File: config.mk
export PLATFORM = sky130hd
export DESIGN_NAME = mgpa_cell
export DESIGN_NICKNAME = d
export VERILOG_FILES = /design/src/design/mgpa_cell.sv
export SDC_FILE = /design/constraint.sdc
export NUM_CORES = 1
export LEC_CHECK = 0
export ABC_CLOCK_PERIOD_IN_PS = 800
export BUFFER_PORTS_ARGS = -buffer_cell sky130_fd_sc_hd__buf_4
export CAP_MARGIN = 15
export CORE_MARGIN = 2
export CORE_UTILIZATION = 23
export CTS_BUF_LIST = sky130_fd_sc_hd__clkbuf_4 sky130_fd_sc_hd__clkbuf_8 sky130_fd_sc_hd__clkbuf_16
export DETAILED_ROUTE_END_ITERATION = 10
export PLACE_DENSITY_LB_ADDON = 0.1
export SYNTH_ARGS = -nofsm -noshare
export SYNTH_HDL_FRONTEND = slang
export SYNTH_SLANG_ARGS = --single-unit
File: constraint.sdc
create_clock -name clk -period 0.8 [get_ports clk]
set_input_delay 0.16 -clock clk [delete_from_list [all_inputs] [get_ports clk]]
set_output_delay 0.16 -clock clk [all_outputs]
set_load 0.02 [all_outputs]
File: src/design/mgpa_cell.sv
`default_nettype none
module mgpa_cell #(
  parameter int W = 10
) (
  input  wire logic         clk,
  input  wire logic         shift,
  input  wire logic [W-1:0] d_in,
  output logic      [W-1:0] q
);

  logic [W-1:0] q_r;

  always_ff @(posedge clk) begin
    if (shift) begin
      q_r <= d_in;
    end
  end

  assign q = q_r;

endmodule
`default_nettype wire

==> reports/results.md <==
| Result | Value | Unit |
|:---|:---|:---|
| Result of the run | finished with violations | - |
| Violations in the final reports | negative setup slack | - |
| Floorplan die height | 40.14 | µm |
| Worst Path Required | 0.64 | ns |
| Number of global-route vias before repair | 192 | - |
| Detailed-route wire length per cell | 10.84 | µm |
| Layout cell share with drive strength beyond 1 | 0.7059 | - |
| Inserted Clock Buffers | 3 | - |
| Overall track demand over capacity in global routing | 0.08274 | - |
| Hold violation total from the final report | 0 | - |
| DIE AREA | 1611 | µm² |
| Syn. warnings | 0 | - |
| List of cells traversed by the critical path | buf_6 | - |
| Number of cell rows | 13 | - |
| Number of clock sinks | 10 | - |
| Most frequent cells in the layout | 11 x sky130_fd_sc_hd__buf_4, 10 x sky130_fd_sc_hd__buf_6, 10 x sky130_fd_sc_hd__edfxtp_1, 3 x sky130_fd_sc_hd__clkbuf_4 | - |
| Net switching share of the total power | 0.2080 | - |
| Mean cell area of the mapped netlist | 30.03 | µm² |
| Number of detailed-route iterations in the first pass | 2 | - |
| Number of fillers in the final layout | 122 | - |
| Critical path class | flop to primary output | - |
| Nets in the synthesized netlist | 22 | - |
| Mapped Cells | 10 | - |
| Power spent charging and discharging nets | 0.2365 | mW |
| Worst endpoint data arrival time | 0.80 | ns |
| Antenna violations before repair | 0 | - |
| Final clock period utilization by the worst path | 1.197 | - |
| Final GP Congestion | 0.6087 | - |
| Combined area of the multi-input logic cells | 0 | µm² |
| Final worst path period need | 0.9575 | ns |
| Flip-flop count of the largest register, all copies and words added | 10 | - |
| Power density relative to cell area | 2118 | nW/µm² |
| First-pass GRT wire length | 793 | µm |
| Transition at the pin with the smallest max-transition slack | 0.1258 | ns |
| Clk slew on worst S/H paths | 0.06 | ns |
| Multi-input comb cells | 0 | - |
| Max Cap Violations | 0 | - |
| Clock Path Buffers | 2 | - |
| Vias | 183 | - |
| Layout Nets | 48 | - |
| Slew margin rel. | 0.9161 | - |
| Setup slack after layout | -0.1575 | ns |
| Die span in x | 40.14 | µm |
| Largest net degree at the start of global routing | 11 | - |
| Reg area | 300.3 | µm² |
| Hold Buf Count CTS | 0 | - |
| Area of the mapped netlist | 300.3 | µm² |
| Share of the core filled with cells | 0.4286 | - |
| Buffer and inverter count on the worst path | 1 | - |
| Delay of the slowest critical-path stage | 0.40 | ns |
| Unrepaired setup endpoints after global routing | yes | - |
| Post-synthesis register bit count | 10 | - |
| First element of the critical path | q[1] | - |
| Number of buffers inserted to repair setup after CTS | 0 | - |
| Beginning of the worst hold path | d_in[8] | - |
| Post-synth top area cell | sky130_fd_sc_hd__edfxtp_1 | - |
| TritonCTS clock tree | yes | - |
| Initial DRC Count | 2 | - |
| Sequential group share of total power | 0.565 | - |
| Largest cells by area after synthesis | sky130_fd_sc_hd__edfxtp_1 100% | - |
| Combinational group share of total power | 0.162 | - |
| Layout overhead on the synthesized area | 78.75 | % |
| Total power | 1.137 | mW |
| Proportion of synthesized chip area in sequential cells | 1.000 | - |
| DRC violation count after routing | 0 | - |
| Area of the placeable core | 1252 | µm² |
| Crit-path max FO | 1 | - |
| Clock tree root driver cell | sky130_fd_sc_hd__clkbuf_4 | - |
| Deepest level of the CTS H-tree | 1 | - |
| Remaining antenna violation count | 0 | - |
| Overflow after GRT | 0 | - |
| Share of the synthesized area in the top cell type | 1.000 | - |
| Crit. End Element | primary output | - |
| Final WL | 531 | µm |
| Max rail drop VDD | 0.8838 | mV |
| Int Power | 0.9006 | mW |
| Antenna Cells | 0 | - |
| Number of I/O port buffers | 21 | - |
| Startpoint types | flop | - |
| Clock network fraction of design power | 0.273 | - |
| Number of endpoints failing setup at the final stage | 10 | - |
| Top cell family by delay on the critical path | flip-flops | - |
| Number of distinct standard cells referenced by the synthesized netlist | 1 | - |
| Static Leak | 0.2250 | nW |
| Worst setup slack after placement | 0.1067 | ns |
| Leading cell type in the layout, fill and taps excluded | sky130_fd_sc_hd__buf_4 | - |
| Number of pins with negative max-slew slack in the final report | 0 | - |
| Class of the tightest hold or removal check | input port to flop | - |
| Slowest CP cell | sky130_fd_sc_hd__edfxtp_1 | - |
| IO Count | 22 | - |
| Number of vias per cell | 3.735 | - |
| Highest Clock Rate | 1044 | MHz |
| Effective utilization at floorplan | 0.2398 | - |
[metrics by stage]
stage / instance area [µm²] / TNS (ns) / cells / hold slack (ns)
2_1_floorplan: 300.3 / 0 / 10 / 0.2589
3_3_place_gp: 476.7 / 0 / 46 / 0.3396
3_5_place_dp: 476.7 / 0 / 46 / 0.3406
4_1_cts: 536.8 / -1.431 / 49 / 0.07766
5_1_grt: 536.8 / -1.702 / 49 / 0.06878
6_report: 536.8 / -1.322 / 49 / 0.08323
[repair_timing]
item                                    4_1_cts  5_1_grt
gates cloned                                  0        0
gates resized for setup                      10        0
endpoints found under the setup margin       10       10
endpoints found under the hold margin         0        0
[power groups by stage]
stage / Combinational, mW / Clock (mW) / Sequential [mW]
floorplan: 0 / 0 / 0.699
global placement: 0.163 / 0 / 0.645
detailed placement: 0.163 / 0 / 0.646
CTS: 0.186 / 0.318 / 0.644
global route: 0.194 / 0.343 / 0.648
finish: 0.184 / 0.311 / 0.643
[logic make-up (layout without fill, tap and decap cells)]
| group | after synthesis | count (layout) | share of synthesized area |
|---|---|---|---|
| flops | 10 | 10 | 1.000 |
| buf+inv | 0 | 24 | 0 |
[synth_stat cells]
| cell type | n |
|---|---|
| sky130_fd_sc_hd__edfxtp_1 | 10 |
[layout make-up]
type | count | area share
Clock buffer | 3 | 0.04196
Timing Repair Buffer | 21 | 0.3636
Sequential cell | 10 | 0.5594
Tap cell | 15 | 0.03497
[final timing paths]
| check | endpoint | slack [ns] | depth (start not counted) |
|---|---|---|---|
| worst max-delay path | q[1] | -0.16 | 1 |
| worst min-delay path | q[8] | 0.08 | 1 |
[metal layers]
layer | up-vias | track usage | part of all wire
met5 | - | 0 | 0
met4 | 0 | 0.07759 | 0
met3 | 0 | 0.03889 | 0.16
met2 | 22 | 0.08468 | 0.33
met1 | 73 | 0.1187 | 0.51
li1 | 88 | - | -
(Power assumes the default switching activity.)
